[src/raycast_column_texturer_macros.svh]
// Assertion macros shared by the raycast column texturer RTL.
`ifndef RAYCAST_COLUMN_TEXTURER_MACROS_SVH
`define RAYCAST_COLUMN_TEXTURER_MACROS_SVH

`ifndef NO_ASSERTIONS

`define RCT_ASSERT_IMP(lbl, clk, rst_n, ante, cons) \
  lbl: assert property (@(posedge clk) disable iff (!rst_n) (ante) |-> (cons)) \
    else $error("raycast column texturer: assertion failed");

`define RCT_ASSERT_NXT(lbl, clk, rst_n, ante, cons) \
  lbl: assert property (@(posedge clk) disable iff (!rst_n) (ante) |=> (cons)) \
    else $error("raycast column texturer: assertion failed");

`else

`define RCT_ASSERT_IMP(lbl, clk, rst_n, ante, cons)

`define RCT_ASSERT_NXT(lbl, clk, rst_n, ante, cons)

`endif

`endif

[src/rct_pkg.sv]
// Shared types, codes and constants of the raycast column texturer.
`timescale 1ns / 1ps

package rct_pkg;

  localparam int SCREEN_ROWS_DEF = 1024;
  localparam int TEXTURE_DIM_DEF = 64;

  localparam logic [23:0] HALF_MASK = 24'h7F7F7F;
  localparam logic [6:0]  TEX_SIZE_RESET = 7'd64;

  localparam logic REQ_LOAD   = 1'b0;
  localparam logic REQ_RENDER = 1'b1;

  localparam logic [1:0] FACE_NORTH = 2'd0;
  localparam logic [1:0] FACE_SOUTH = 2'd1;
  localparam logic [1:0] FACE_EAST  = 2'd2;
  localparam logic [1:0] FACE_WEST  = 2'd3;

  localparam logic [1:0] CFG_CEILING_COLOR  = 2'd0;
  localparam logic [1:0] CFG_FLOOR_COLOR    = 2'd1;
  localparam logic [1:0] CFG_TEXTURE_WIDTH  = 2'd2;
  localparam logic [1:0] CFG_TEXTURE_HEIGHT = 2'd3;

  typedef enum logic [1:0] {
    CLS_CEILING,
    CLS_WALL,
    CLS_FLOOR
  } cls_t;

  typedef struct packed {
    logic               req_type;
    logic [1:0]         face;
    logic [11:0]        texel_index;
    logic [23:0]        texel_color;
    logic [10:0]        column;
    logic [9:0]         row;
    logic signed [15:0] wall_top;
    logic signed [15:0] wall_bottom;
    logic [15:0]        wall_span;
    logic [15:0]        hit_fraction;
  } item_t;

  typedef struct packed {
    logic        req_type;
    logic [1:0]  face;
    logic [11:0] texel_index;
    logic [23:0] texel_color;
    logic [10:0] column;
    logic [9:0]  row;
    cls_t        cls;
  } pkt_t;

endpackage

[src/rct_front.sv]
// Row classification, texture column and divider numerator stages.
`timescale 1ns / 1ps

module rct_front #(
  parameter int SCREEN_ROWS = rct_pkg::SCREEN_ROWS_DEF,
  parameter int TEXTURE_DIM = rct_pkg::TEXTURE_DIM_DEF
) (
  input  logic                                   clk,
  input  logic                                   rst_n,
  input  logic [6:0]                             cfg_w,
  input  logic [6:0]                             cfg_h,
  output logic [$clog2(TEXTURE_DIM+1)-1:0]       h_clamp,
  input  logic                                   in_valid,
  output logic                                   in_ready,
  input  rct_pkg::item_t                         in_item,
  output logic                                   out_valid,
  input  logic                                   out_ready,
  output rct_pkg::pkt_t                          out_pkt,
  output logic [$clog2(TEXTURE_DIM)-1:0]         out_tcol,
  output logic [16+$clog2(TEXTURE_DIM+1)-1:0]    out_num,
  output logic [15:0]                            out_span
);

  localparam int DW = $clog2(TEXTURE_DIM + 1);
  localparam int QW = $clog2(TEXTURE_DIM);
  localparam int NW = 16 + DW;

  logic               rdy1, rdy2;
  logic               v1_r, v2_r;
  rct_pkg::pkt_t      pkt1_r, pkt2_r, pkt_nxt;
  logic [15:0]        off1_r, span1_r, frac1_r, span2_r;
  logic [15:0]        off_nxt, span_nxt;
  logic [DW-1:0]      w_c;
  logic [NW-1:0]      tprod, num_nxt;
  logic [QW-1:0]      tcol2_r;
  logic [NW-1:0]      num2_r;
  logic signed [16:0] top_s, bot_s, row_s, start_s, end_s, last_row_s, diff_s;

  assign w_c = (cfg_w == 7'd0) ? DW'(1) :
               (32'(cfg_w) > TEXTURE_DIM) ? DW'(TEXTURE_DIM) : DW'(cfg_w);
  assign h_clamp = (cfg_h == 7'd0) ? DW'(1) :
                   (32'(cfg_h) > TEXTURE_DIM) ? DW'(TEXTURE_DIM) : DW'(cfg_h);

  assign rdy2     = !v2_r || out_ready;
  assign rdy1     = !v1_r || rdy2;
  assign in_ready = rdy1;

  always_comb begin
    top_s      = 17'(in_item.wall_top);
    bot_s      = 17'(in_item.wall_bottom);
    row_s      = signed'({7'b0, in_item.row});
    last_row_s = 17'(SCREEN_ROWS - 1);
    start_s    = top_s[16] ? '0 : top_s;
    end_s      = (bot_s >= last_row_s) ? last_row_s : bot_s;
    diff_s     = row_s - top_s;
    off_nxt    = diff_s[15:0];
    span_nxt   = (in_item.wall_span == 16'd0) ? 16'd1 : in_item.wall_span;

    pkt_nxt.req_type    = in_item.req_type;
    pkt_nxt.face        = in_item.face;
    pkt_nxt.texel_index = in_item.texel_index;
    pkt_nxt.texel_color = in_item.texel_color;
    pkt_nxt.column      = in_item.column;
    pkt_nxt.row         = in_item.row;
    if (row_s < start_s) begin
      pkt_nxt.cls = rct_pkg::CLS_CEILING;
    end else if (row_s < end_s) begin
      pkt_nxt.cls = rct_pkg::CLS_WALL;
    end else begin
      pkt_nxt.cls = rct_pkg::CLS_FLOOR;
    end
  end

  assign tprod   = NW'(frac1_r) * NW'(w_c);
  assign num_nxt = NW'(off1_r) * NW'(h_clamp);

  always_ff @(posedge clk) begin
    if (!rst_n) begin
      v1_r <= 1'b0;
      v2_r <= 1'b0;
    end else begin
      if (rdy1) begin
        v1_r <= in_valid;
      end
      if (rdy2) begin
        v2_r <= v1_r;
      end
    end
  end

  always_ff @(posedge clk) begin
    if (rdy1) begin
      pkt1_r  <= pkt_nxt;
      off1_r  <= off_nxt;
      span1_r <= span_nxt;
      frac1_r <= in_item.hit_fraction;
    end
    if (rdy2) begin
      pkt2_r  <= pkt1_r;
      span2_r <= span1_r;
      tcol2_r <= tprod[16 +: QW];
      num2_r  <= num_nxt;
    end
  end

  assign out_valid = v2_r;
  assign out_pkt   = pkt2_r;
  assign out_tcol  = tcol2_r;
  assign out_num   = num2_r;
  assign out_span  = span2_r;

endmodule

[config.mk]
export PLATFORM = sky130hd
export DESIGN_NAME = rct_front
export DESIGN_NICKNAME = d
export VERILOG_FILES = /design/src/raycast_column_texturer_macros.svh /design/src/rct_pkg.sv /design/src/rct_front.sv
export SDC_FILE = /design/constraint.sdc
export NUM_CORES = 1
export LEC_CHECK = 0
export ABC_AREA = 1
export BUFFER_PORTS_ARGS = -buffer_cell sky130_fd_sc_hd__clkbuf_2
export CORE_MARGIN = 1
export CORE_UTILIZATION = 52
export CTS_CLUSTER_DIAMETER = 150
export DETAILED_ROUTE_END_ITERATION = 6
export MAX_ROUTING_LAYER = met4
export PLACE_DENSITY = 0.75
export SYNTH_ARGS = -nofsm -noshare
export SYNTH_HDL_FRONTEND = slang
export SYNTH_SLANG_ARGS = --single-unit
export TNS_END_PERCENT = 20
[constraint.sdc]
create_clock -name clk -period 5.5 [get_ports clk]
set_input_delay 0.825 -clock clk [delete_from_list [all_inputs] [get_ports clk]]
set_output_delay 0.825 -clock clk [all_outputs]
set_load 0.005 [all_outputs]
==> impl_metrics.env <==
export IMPL_status="complete, no violations"
export IMPL_grt_pass1_vias=10650
export IMPL_yosysMostFrequentCell="inv_1"
export IMPL_finalWirelength_um=31400
export IMPL_fp_dieW_um=170
export IMPL_r2r_slack_ns=0.89
export IMPL_holdCritStartpoint="pkt1_r[58]"
export IMPL_hold_class="reg -> reg"
export IMPL_rows=61
export IMPL_max_freq_mhz=200
export IMPL_crit_path_max_fanout=12
export IMPL_drc=0
export IMPL_wl_met2_um=15300
export IMPL_synth_common_cells="inv_1, edfxtp_1, nand2_1, nor2_1, fa_1"
export IMPL_p_seq_share_pct=36.8
export IMPL_drt_wirelength_per_cell_um=15.2
export IMPL_drtIter0Drc=610
export IMPL_grt_max_degree=75
export IMPL_vias=10359
export IMPL_yosysSeqAreaShare_pct=44.5
export IMPL_cap_violations=0
export IMPL_cts_setup_buffers=0
export IMPL_synth_nets=1776
export IMPL_synth_top_cell_area_share_pct=44.2
export IMPL_clock_path_buffers=3
export IMPL_synth_edff_count=217
export IMPL_ir_drop_mv=0.285
export IMPL_swShare_pct=34.8
export IMPL_r2r_end="out_num[20]"
export IMPL_top_layer="met4"
export IMPL_coreArea_um2=27900
export IMPL_synth_area_leader_cell="edfxtp_1"
export IMPL_worstMarginPinSlew_ns=0.915
export IMPL_synth_ff_type="edfxtp_1"
export IMPL_die_area_um2=29000
export IMPL_cts_sinks=219
export IMPL_wl_met1_um=12900
export IMPL_start_util_pct=52.9
export IMPL_routabilityCongestion=0.910
export IMPL_via_per_inst=5.02
export IMPL_crit_path_end_kind="flip-flop"
export IMPL_syn_inst=1391
export IMPL_hold_viol_final=0
export IMPL_synth_seq_cells=219
export IMPL_yosys_top_cells_area="edfxtp_1, fa_1, ha_1"
export IMPL_cts_hold_buf=0
export IMPL_drtAntennaViolNets=0
export IMPL_p_switching_mw=2.09
export IMPL_syn_avg_cell_area_um2=10.6
export IMPL_cp_required_ns=5.79
export IMPL_cts_root_buf="clkbuf_16"
export IMPL_htree_levels=1
export IMPL_post_cts_resized=0
export IMPL_grt_overflow=0
export IMPL_ys_warn_count=0
export IMPL_synth_area_um2=14700
export IMPL_first_pass_iters=6
export IMPL_grt_util_all_layers_pct=22.9
export IMPL_min_period_over_period_pct=90.7
export IMPL_hold_ws_ns=0.417
export IMPL_fillCellCount=2262
export IMPL_drive_gt1_share_pct=20.1
export IMPL_start_kind="input port"
export IMPL_slew_violations=0
export IMPL_grt_pass1_wl_um=50700
export IMPL_p_clk_share_pct=26.7
export IMPL_worstRegToRegCells=19
export IMPL_clkLatencyLatePin_ns=0.54
export IMPL_numCtsBuffers=25
export IMPL_p_per_area_nw_per_um2=347
export IMPL_p_int_mw=3.92
export IMPL_min_period_ns=4.99
export IMPL_path_clk_slew_ns=0.06
export IMPL_p_leak_nw=8.79
export IMPL_fin_nets=2048
export IMPL_crit_path_start="cfg_h[6]"
export IMPL_hpwlAfterDp_um=25300
export IMPL_async_flop_share_pct=0
export IMPL_p_comb_share_pct=36.5
export IMPL_dr_wl_met3_um=2340
export IMPL_whs_path_depth=0
export IMPL_critPathKind="in -> reg"
export IMPL_synth_cell_types=47
export IMPL_area_delta_synth_final_pct=17.7
export IMPL_critPathArrivalTime_ns=5.28
export IMPL_relSlewSlack_pct=39.0
export IMPL_regToRegStartpoint="off1_r[5]"
export IMPL_finalSetupTns_ns=0
export IMPL_setup_violations=0
export IMPL_cts_tree="done"
export IMPL_antenna_found_initial=2
export IMPL_die_h_um=170
export IMPL_clock_skew_ns=0.0130
export IMPL_port_buffers=257
export IMPL_ioPinCount=258
export IMPL_hold_path_end="out_pkt[58]"
export IMPL_grt_setup_unrepaired="false"
## kinds of logic after synthesis
family | share of synthesized area, %
flip-flops | 44.5
buffers and inverters | 7.67
AND/OR/NAND/NOR | 13.0
AO/OA/AOI/OAI | 4.87
adder cells (fa/ha/maj) | 27.6
XOR/XNOR | 2.32
## placed cells by master, fill, tap and decap left out, types with 2 or more instances in the layout
cell type / n
o31ai_1: 3
xnor2_1: 14
nand2_1: 215
nor3_1: 10
clkinv_1: 3
nand3_1: 22
clkbuf_16: 25
o21ai_1: 7
nor3_2: 2
nand2_4: 2
nor2_1: 189
clkinv_2: 4
o21a_1: 4
inv_6: 3
dfxtp_1: 2
fa_1: 137
inv_1: 259
a31oi_1: 9
edfxtp_1: 217
nor4_1: 8
nand2_2: 7
o221ai_1: 2
clkbuf_8: 2
o21ai_2: 4
o21ai_0: 15
ha_1: 106
clkinv_4: 2
xor2_1: 25
clkbuf_2: 257
diode_2: 2
a21oi_1: 60
a21o_1: 4
buf_4: 20
o311ai_0: 2
clkbuf_1: 6
inv_2: 3
o211ai_1: 4
nand4_1: 10
nand3b_1: 2
## worst max-delay path by stage
stage / to / slack (ns) / cells past startpoint
final: out_num[20] / 0.51 / 21
after global routing: out_tcol[0] / 0.22 / 23
after CTS: out_tcol[5] / 0.57 / 20
after detailed placement: out_num[20] / 0.009 / 21
after global placement: out_tcol[5] / 0.1 / 20
after floorplan: out_num[20] / 0.31 / 22
## per-layer routing
layer | track usage, % | up-vias
li1 | - | 5033
met1 | 28.2 | 4906
met2 | 38.0 | 358
met3 | 5.21 | 62
met4 | 5.95 | 0
met5 | - | -
## sequential cells by signal (all words and copies together), names as in the netlist
register,cells
span1_r,16
v1_r,1
frac1_r,16
out_tcol,6
off1_r,16
out_num,23
out_valid,1
pkt1_r,62
out_pkt,62
out_span,16
## metrics by stage
step	cell area, um^2	total power [mW]	util, %	cells	setup WS [ns]
3_3_place_gp	16500	4.40	59.3	2014	0.0984
5_1_grt	17300	6.48	62.2	2062	0.224
3_5_place_dp	16500	4.43	59.3	2014	0.00895
2_1_floorplan	14700	3.78	-	1391	0.310
6_report	17300	6.01	62.2	2062	0.511
4_1_cts	17300	6.06	62.2	2060	0.566
## worst max-delay path: stages
cell	delay, ns
clkbuf_2	0.13
inv_1	0.13
nand2_1	0.31
nor2_1	0.34
fa_1	0.51
fa_1	0.52
fa_1	0.54
inv_1	0.05
fa_1	0.53
inv_1	0.04
ha_1	0.35
nand2_1	0.15
nor2_1	0.07
o21a_1	0.17
nor2_1	0.11
nand2_2	0.08
nand2_2	0.08
nand2_4	0.06
nand2_2	0.07
nand2_1	0.06
xor2_1	0.15
## layout make-up
cell class                 instances  area [um^2]  area share [%]
multi-input combinational        875         7060            40.7
sequential                       219         6560            37.8
timing repair buffer             277         1440            8.29
inverter                         265         1000            5.77
clock buffer                      33          676            3.90
tap                              378          473            2.73
clock inverter                    13          126           0.729
antenna                            2         5.00          0.0289
## power by group through the flow
stage                     Sequential, mW  Combinational (mW)  Clock, mW
after floorplan                     2.23                1.55          0
after global placement              2.24                2.16          0
after detailed placement            2.24                2.19          0
after CTS                           2.21                2.22       1.63
after global routing                2.23                2.55       1.70
final                               2.21                2.20       1.60
Note: power is estimated with default switching activity, not from simulation.
