===== src/raycast_column_texturer_macros.svh =====
// Assertion macros shared by the raycast column texturer RTL.
`ifndef RAYCAST_COLUMN_TEXTURER_MACROS_SVH
`define RAYCAST_COLUMN_TEXTURER_MACROS_SVH

`ifndef NO_ASSERTIONS

`define RCT_ASSERT_IMP(lbl, clk, rst_n, ante, cons) \
  lbl: assert property (@(posedge clk) disable iff (!rst_n) (ante) |-> (cons)) \
    else $error("raycast column texturer: assertion failed");

`define RCT_ASSERT_NXT(lbl, clk, rst_n, ante, cons) \
  lbl: assert property (@(posedge clk) disable iff (!rst_n) (ante) |=> (cons)) \
    else $error("raycast column texturer: assertion failed");

`else

`define RCT_ASSERT_IMP(lbl, clk, rst_n, ante, cons)

`define RCT_ASSERT_NXT(lbl, clk, rst_n, ante, cons)

`endif

`endif


===== src/rct_pkg.sv =====
// Shared types, codes and constants of the raycast column texturer.
`timescale 1ns / 1ps

package rct_pkg;

  localparam int SCREEN_ROWS_DEF = 1024;
  localparam int TEXTURE_DIM_DEF = 64;

  localparam logic [23:0] HALF_MASK = 24'h7F7F7F;
  localparam logic [6:0]  TEX_SIZE_RESET = 7'd64;

  localparam logic REQ_LOAD   = 1'b0;
  localparam logic REQ_RENDER = 1'b1;

  localparam logic [1:0] FACE_NORTH = 2'd0;
  localparam logic [1:0] FACE_SOUTH = 2'd1;
  localparam logic [1:0] FACE_EAST  = 2'd2;
  localparam logic [1:0] FACE_WEST  = 2'd3;

  localparam logic [1:0] CFG_CEILING_COLOR  = 2'd0;
  localparam logic [1:0] CFG_FLOOR_COLOR    = 2'd1;
  localparam logic [1:0] CFG_TEXTURE_WIDTH  = 2'd2;
  localparam logic [1:0] CFG_TEXTURE_HEIGHT = 2'd3;

  typedef enum logic [1:0] {
    CLS_CEILING,
    CLS_WALL,
    CLS_FLOOR
  } cls_t;

  typedef struct packed {
    logic               req_type;
    logic [1:0]         face;
    logic [11:0]        texel_index;
    logic [23:0]        texel_color;
    logic [10:0]        column;
    logic [9:0]         row;
    logic signed [15:0] wall_top;
    logic signed [15:0] wall_bottom;
    logic [15:0]        wall_span;
    logic [15:0]        hit_fraction;
  } item_t;

  typedef struct packed {
    logic        req_type;
    logic [1:0]  face;
    logic [11:0] texel_index;
    logic [23:0] texel_color;
    logic [10:0] column;
    logic [9:0]  row;
    cls_t        cls;
  } pkt_t;

endpackage


===== src/rct_divider.sv =====
// Pipelined restoring divider that yields the clamped texture row.
`timescale 1ns / 1ps

module rct_divider #(
  parameter int TEXTURE_DIM = rct_pkg::TEXTURE_DIM_DEF
) (
  input  logic                                clk,
  input  logic                                rst_n,
  input  logic [$clog2(TEXTURE_DIM+1)-1:0]    h,
  input  logic                                in_valid,
  output logic                                in_ready,
  input  rct_pkg::pkt_t                       in_pkt,
  input  logic [$clog2(TEXTURE_DIM)-1:0]      in_tcol,
  input  logic [16+$clog2(TEXTURE_DIM+1)-1:0] in_num,
  input  logic [15:0]                         in_span,
  output logic                                out_valid,
  input  logic                                out_ready,
  output rct_pkg::pkt_t                       out_pkt,
  output logic [$clog2(TEXTURE_DIM)-1:0]      out_tcol,
  output logic [$clog2(TEXTURE_DIM)-1:0]      out_trow
);

  localparam int DW = $clog2(TEXTURE_DIM + 1);
  localparam int QW = $clog2(TEXTURE_DIM);
  localparam int NW = 16 + DW;
  localparam int RW = NW + 1;
  localparam int NS = QW + 2;

  logic          v_r    [NS];
  logic          rdy    [NS+1];
  rct_pkg::pkt_t pkt_r  [NS];
  logic [QW-1:0] tcol_r [NS];
  logic [QW-1:0] q_r    [NS];
  logic [QW-1:0] q_nxt  [NS];
  logic [NW-1:0] rem_r  [QW+1];
  logic [NW-1:0] rem_nxt[QW+1];
  logic          ovf_r  [QW+1];
  logic          ovf_nxt[QW+1];
  logic [15:0]   span_r [QW+1];
  logic [RW-1:0] trial;
  logic          ge;

  always_comb begin
    rdy[NS] = out_ready;
    for (int i = NS - 1; i >= 0; i--) begin
      rdy[i] = !v_r[i] || rdy[i+1];
    end
  end
  assign in_ready = rdy[0];

  always_comb begin
    trial      = '0;
    ge         = 1'b0;
    rem_nxt[0] = in_num;
    q_nxt[0]   = '0;
    ovf_nxt[0] = RW'(in_num) >= (RW'(in_span) << QW);
    for (int i = 1; i <= QW; i++) begin
      trial      = RW'(rem_r[i-1]) - (RW'(span_r[i-1]) << (QW - i));
      ge         = !trial[RW-1];
      rem_nxt[i] = ge ? trial[NW-1:0] : rem_r[i-1];
      q_nxt[i]   = q_r[i-1] | (QW'(ge) << (QW - i));
      ovf_nxt[i] = ovf_r[i-1];
    end
    q_nxt[NS-1] = (ovf_r[QW] || DW'(q_r[QW]) >= h) ? QW'(h - DW'(1)) : q_r[QW];
  end

  always_ff @(posedge clk) begin
    if (!rst_n) begin
      for (int i = 0; i < NS; i++) begin
        v_r[i] <= 1'b0;
      end
    end else begin
      if (rdy[0]) begin
        v_r[0] <= in_valid;
      end
      for (int i = 1; i < NS; i++) begin
        if (rdy[i]) begin
          v_r[i] <= v_r[i-1];
        end
      end
    end
  end

  always_ff @(posedge clk) begin
    if (rdy[0]) begin
      pkt_r[0]  <= in_pkt;
      tcol_r[0] <= in_tcol;
      span_r[0] <= in_span;
    end
    for (int i = 1; i < NS; i++) begin
      if (rdy[i]) begin
        pkt_r[i]  <= pkt_r[i-1];
        tcol_r[i] <= tcol_r[i-1];
      end
    end
    for (int i = 1; i <= QW; i++) begin
      if (rdy[i]) begin
        span_r[i] <= span_r[i-1];
      end
    end
    for (int i = 0; i <= QW; i++) begin
      if (rdy[i]) begin
        rem_r[i] <= rem_nxt[i];
        ovf_r[i] <= ovf_nxt[i];
      end
    end
    for (int i = 0; i < NS; i++) begin
      if (rdy[i]) begin
        q_r[i] <= q_nxt[i];
      end
    end
  end

  assign out_valid = v_r[NS-1];
  assign out_pkt   = pkt_r[NS-1];
  assign out_tcol  = tcol_r[NS-1];
  assign out_trow  = q_r[NS-1];

endmodule


===== config.mk =====
export PLATFORM = sky130hd
export DESIGN_NAME = rct_divider
export DESIGN_NICKNAME = d
export VERILOG_FILES = /design/src/raycast_column_texturer_macros.svh /design/src/rct_pkg.sv /design/src/rct_divider.sv
export SDC_FILE = /design/constraint.sdc
export NUM_CORES = 1
export LEC_CHECK = 0
export BUFFER_PORTS_ARGS = -buffer_cell sky130_fd_sc_hd__buf_4
export CAP_MARGIN = 0
export CORE_MARGIN = 2
export CORE_UTILIZATION = 35
export CTS_BUF_LIST = sky130_fd_sc_hd__clkbuf_4 sky130_fd_sc_hd__clkbuf_8
export DETAILED_ROUTE_END_ITERATION = 7
export GPL_ROUTABILITY_DRIVEN = 0
export PLACE_DENSITY = 0.61
export SKIP_CTS_REPAIR_TIMING = 1
export SLEW_MARGIN = 30
export SYNTH_ARGS = -nofsm -noshare
export SYNTH_HDL_FRONTEND = slang
export SYNTH_SLANG_ARGS = --single-unit

===== constraint.sdc =====
create_clock -name clk -period 4.8 [get_ports clk]
set_input_delay 0.48 -clock clk [delete_from_list [all_inputs] [get_ports clk]]
set_output_delay 0.48 -clock clk [all_outputs]
set_load 0.02 [all_outputs]

==> results of run 1 <==
[sequential cells by signal, indices dropped and copies added, names as in the netlist]
signal and flops:
ovf_r 7, q_r 27, span_r 96, v_r 8, tcol_r 48, rem_r 138, pkt_r 496
[cell usage after synthesis, types with 5 or more instances]
cell,n,area [sq um]
nand4_1,11,68.8
nor4_1,7,43.8
fa_1,5,100
nand2_1,71,267
nor2b_1,16,100
a211oi_1,17,128
a21oi_1,88,440
nor3_1,8,40.0
xor2_1,36,315
a31oi_1,7,43.8
o21ai_0,66,330
clkbuf_1,7,26.3
mux2_2,17,191
buf_2,12,60.1
nor2_1,90,338
nand3_1,20,100
ha_1,118,1480
nand2b_1,20,125
o21ai_1,6,30.0
a21o_1,49,368
edfxtp_1,819,24600
xnor2_1,47,412
inv_1,143,537
and3_1,17,106
o21a_1,9,67.6
buf_4,76,571
o21bai_1,7,52.6
[worst max-delay path by stage]
stage / from / endpoint / cells past startpoint
floorplan: v_r[1][3] / v_r[0][0] / 6
global placement: rem_r[4][1] / rem_r[5][16] / 11
detailed placement: out_ready / in_ready / 7
CTS: v_r[1][3] / in_ready / 6
global route: v_r[1][3] / in_ready / 6
finish: v_r[1][3] / in_ready / 6
[layout make-up]
| type | instances | area, sq um |
|---|---|---|
| inverters | 144 | 552 |
| clock inverters | 56 | 345 |
| repair buffers | 316 | 2660 |
| clock buffers | 174 | 2160 |
| multi-input cells | 806 | 5920 |
| diodes | 4 | 10.0 |
| flip-flops and latches | 820 | 24600 |
| well taps | 1176 | 1470 |
| fillers | 7875 | 52100 |
[cell families after synthesis]
group | synth area share [%]
AO/OA/AOI/OAI | 6.07
XOR/XNOR | 2.29
adder cells (fa/ha/maj) | 4.97
buffers and inverters | 3.85
flip-flops | 77.6
multiplexers | 0.924
AND/OR/NAND/NOR | 4.26
[report_power, final]
| group | switching, uW | leakage, uW | internal [uW] | total (uW) |
|---|---|---|---|---|
| Combinational | 1730 | 0.00489 | 1490 | 3220 |
| Clock | 2590 | 0.00132 | 3090 | 5680 |
| Sequential | 371 | 0.00864 | 8840 | 9210 |
[cells in the final DEF, fill, tap and decap left out, drive strengths merged, types with 3 or more instances in the layout]
cell type and n:
edfxtp 819, buf 209, clkbuf 174, inv 149
ha 118, dlygate4sd3 107, a21oi 92, nor2 90
o21ai 72, nand2 71, a21o 49, xnor2 47
clkinv 46, xor2 36, mux2 22, nand2b 20
nand3 20, a211oi 19, and3 17, nor2b 16
nand4 11, o21a 9, nor3 8, nor4 8
o21bai 7, a31oi 7, fa 5, o31ai 5
diode 4, or3 4, o31a 4, o2111ai 4
nand4b 3, or2 3, a211o 3, mux2i 3
and2 3, bufinv 3
[per-stage QoR]
step	total power, uW	area [sq um]	util [%]	worst slack [ns]	instances
floorplan	11700	31700	-	0.279	1867
global placement	12300	34100	38.0	1.46	3155
detailed placement	12500	34100	38.0	1.24	3155
CTS	18200	36700	40.8	0.597	3385
global route	19100	37700	42.0	0.446	3496
finish	18100	37700	42.0	0.679	3496
[critical path: stages, from the launching register on]
cell,delay [ns]
edfxtp_1,0.35
nor2b_1,0.44
and3_1,0.49
and3_1,0.45
and3_1,0.39
nand2_4,0.42
buf_4,0.33
[routing by layer]
layer | track usage, % | wire (microns)
met1 | 14.4 | 24000
met2 | 20.4 | 27800
met3 | 3.16 | 2520
met4 | 5.76 | 1970
met5 | 0 | 0
==> results.toml, run 1 <==
[run_status]
outcome = "complete, no violations"

[synthesis]
synth_area_sq_um = 31700
synthCells = 1867
synth_edf_count = 819
ys_warn_count = 0
synth_fp_nets = 2108
avgSynthCellArea_sq_um = 17.0
synthFlopType = "edfxtp_1"
seq_area_frac_synth_pct = 77.6
async_reset_ff_share_pct = 0
yosysUniqueCellTypes = 73
synth_seq_cells = 820

[floorplan]
die_width_microns = 305
die_area_sq_um = 93000
core_sq_um = 89900
io_pins = 194
die_h_microns = 305
fp-row-count = 110
start_util_pct = 35.3

[worst_hold_path]
min_path_type = "input port to flop"
hold_depth = 2
whs_endpoint = "q_r[1][18]"
min_from = "h[0]"

[critical_path]
crit_fanout = 35
critPathCaptureType = "output pin"
reg2reg_slack_ns = 1.44
startpoint_type = "flop"
crit_type = "flop to output pin"
r2r_end = "rem_r[0][0]"
r2r_start = "v_r[1][3]"
rr_worst_depth = 6
arrival_ns = 3.64
required_ns = 4.32

[timing]
final-max-slew-violation-count = 0
timing.fmax_mhz = 243
slew_headroom_pct = 45.5
skew_ns = 0.0376
setup_viol = 0
tightest_slew_ns = 0.817
hold_viol_final = 0
tns_ns = 0
hold_ws_ns = 0.0635
fin_crit_ns = 4.12
period_share_pct = 85.9
rsz0062_at_grt = "false"

[drt]
post-route-drc-count = 0
vias = 15781
wl_microns = 56400
dr.pass1.iters = 5
drt-wirelength-per-cell_microns = 16.1
routed_via_density = 4.51
first_iter_violations = 954
ant_nets = 0

[global_route]
grt_pass1_vias = 16290
grt_max_degree = 77
grt_antenna_before_repair = 4
grt.total_usage_pct = 12.1
grt_pass1_wl_microns = 87900
grt_overflow_total = 0

[place]
portBuffers = 193
hpwl_microns = 36400

[clock_tree]
numCtsBuffers = 133
clk_latency_ns = 0.76
cts.sinks = 820
clk_pin_slew_worst_paths_ns = 0.06
clockBufferDepth = 3
tritoncts = "built"
cts-root-buf = "clkbuf_8"
htreeDepth = 4

[job]
drv_cap = 0

[layout]
drive_gt1_share_pct = 19.7
final_nets = 2462
syn_to_final_growth_pct = 19.0

[power]
power_density_nw_per_um2 = 480
ir_drop_mv = 0.267
p_leak_uw = 0.0148
Note: power is estimated with default switching activity, not from simulation.
==> run 2: changes to the inputs <==
--- a/config.mk
+++ b/config.mk
@@ -10,3 +10,3 @@
 export CORE_MARGIN = 2
-export CORE_UTILIZATION = 35
+export CORE_UTILIZATION = 40
 export CTS_BUF_LIST = sky130_fd_sc_hd__clkbuf_4 sky130_fd_sc_hd__clkbuf_8
@@ -14,3 +14,3 @@
 export GPL_ROUTABILITY_DRIVEN = 0
-export PLACE_DENSITY = 0.61
+export PLACE_DENSITY = 0.66
 export SKIP_CTS_REPAIR_TIMING = 1
==> constraint.sdc (replaced) <==
create_clock -name clk -period 4.8 [get_ports clk]
set_input_delay 1.44 -clock clk [delete_from_list [all_inputs] [get_ports clk]]
set_output_delay 1.44 -clock clk [all_outputs]
set_load 0.02 [all_outputs]
==> run 2 against run 1 <==
Hold slack gained 0.33 ns. Die area shrank 12%. Setup slack lost 0.23 ns. Cell count shrank 6.6%. Utilization grew 4.6 points. Routed wire length shrank 6.9%. Global-route usage grew 0.97 points. Total power grew 0.76%. Non-clock buffer count shrank 104. First-iteration DRC count shrank 16%. Combinational power shrank 2%. Highest routed layer is now met5.
==> results.toml, run 2 (synthesized netlist as in run 1, its figures left out) <==
[global_route]
grt.total_usage_pct = 13.1
grt_pass1_wl_microns = 83900
grt_antenna_before_repair = 3
grt_pass1_vias = 16257
grt_overflow_total = 0
grt_max_degree = 76

[critical_path]
arrival_ns = 2.91
critPathTopFamily = "simple AND/OR/NAND/NOR gates"
cpPeakStageDelay_ns = 0.36
crit_fanout = 5
required_ns = 3.36
cp_common_cell = "and3_1"
startpoint_type = "input port"
r2r_end = "rem_r[2][19]"
critPathCaptureType = "output pin"
crit_type = "input port to output pin"
r2r_start = "rem_r[1][6]"
path_buf_inv = 2
cp_slowest_cell = "and3_1"
rr_worst_depth = 8
path_cells = "buf_4, nor2b_1, and3_1, and3_1, and3_1, nand2_4, buf_4"
reg2reg_slack_ns = 1.47

[clock_tree]
numCtsBuffers = 134
clockBufferDepth = 3
tritoncts = "built"
cts-root-buf = "clkbuf_8"
clk_latency_ns = 0.76
htreeDepth = 4
cts.sinks = 820
clk_pin_slew_worst_paths_ns = 0.06

[timing]
skew_ns = 0.0417
slew_headroom_pct = 39.7
setup_viol = 0
hold_viol_final = 0
period_share_pct = 90.6
fin_crit_ns = 4.35
hold_ws_ns = 0.395
tightest_slew_ns = 0.904
final-max-slew-violation-count = 0
timing.fmax_mhz = 230
rsz0062_at_grt = "false"

[worst_hold_path]
hold_depth = 0
min_path_type = "flop to flop"
min_from = "pkt_r[0][136]"
whs_endpoint = "pkt_r[0][198]"

[place]
hpwl_microns = 35700
dpl-instance-area_sq_um = 34000
portBuffers = 193

[job]
drv_cap = 0

[drt]
drt-wirelength-per-cell_microns = 16.1
first_iter_violations = 799
routed_via_density = 4.72
dr.pass1.iters = 7
post-route-drc-count = 0
vias = 15410
ant_nets = 0
wl_microns = 52500

[floorplan]
die_h_microns = 286
die_width_microns = 286
core_sq_um = 78700
io_pins = 194
fp-row-count = 103
die_area_sq_um = 81500
start_util_pct = 40.3

[layout]
regMostFlops = "pkt_r"
stdcell_area_sq_um = 36700
final_cell_mix = "819 x edfxtp_1, 207 x buf_4, 139 x inv_1"
syn_to_final_growth_pct = 15.8
drive_gt1_share_pct = 21.3
regArea_sq_um = 24600
mostFrequentLayoutCell = "edfxtp_1"
fill_cells = 6566
largest_reg_flops = 496
reg.largest.list = "pkt_r (496), rem_r (138), span_r (96)"
final_nets = 2359
multi_input_area_sq_um = 5920

[power]
ir_drop_mv = 0.216
power_density_nw_per_um2 = 497
p_leak_uw = 0.0145

[run_status]
outcome = "complete, no violations"
run 2: cell types whose count changed in the layout (fill, tap and decap cells not counted), sizes merged:
cell	previous run	this run
dlygate4sd3	107	0
clkinvlp	2	3
buf	209	212
clkbuf	174	178
clkinv	46	36
bufinv	3	4
inv	149	155
diode	4	2
run 2: power by group:
part	internal, uW	switching (uW)	total, uW
Combinational	1430	1710	3150
Sequential	8840	368	9200
Clock	3220	2670	5890
Total	13500	4750	18200
run 2: worst reg2reg max path, stage by stage, from the launching register on:
cell	delay [ns]
edfxtp_1	0.40
ha_1	0.39
o21ai_0	0.11
a21oi_1	0.16
o21ai_0	0.15
a21oi_1	0.46
a31oi_1	0.22
o21ai_2	0.76
mux2_2	0.42
run 2: per-layer routing:
layer	wire length, microns	up-vias	global-route usage (%)
met5	14	-	0
met4	1660	2	6.05
met3	2770	127	3.72
met2	25900	405	21.9
met1	22200	7404	15.7
li1	-	7472	-
run 2: stage by stage:
stage / setup TNS, ns / setup slack [ns] / util [%] / cells / total power, uW
global placement: 0 / 0.468 / 43.2 / 3032 / 12300
global route: 0 / 0.379 / 46.6 / 3265 / 19300
floorplan: -0.193 / -0.189 / - / 1867 / 11700
detailed placement: 0 / 0.496 / 43.2 / 3032 / 12500
CTS: 0 / 0.454 / 46.6 / 3264 / 18500
finish: 0 / 0.450 / 46.6 / 3266 / 18200
run 2: layout make-up:
class / instances / share of cell area (%)
well taps: 1050 / 3.58
flip-flops and latches: 820 / 67.1
multi-input cells: 806 / 16.1
clock inverters: 54 / 1.29
inverters: 144 / 1.50
clock buffers: 178 / 5.93
repair buffers: 212 / 4.51
diodes: 2 / 0.0136
run 2: worst max path at each step:
| stage | slack [ns] | from | cells past startpoint | endpoint |
|---|---|---|---|---|
| floorplan | -0.19 | out_ready | 5 | in_ready |
| global placement | 0.47 | out_ready | 7 | in_ready |
| detailed placement | 0.50 | out_ready | 7 | in_ready |
| CTS | 0.45 | out_ready | 7 | in_ready |
| global route | 0.38 | out_ready | 7 | in_ready |
| finish | 0.45 | out_ready | 7 | in_ready |
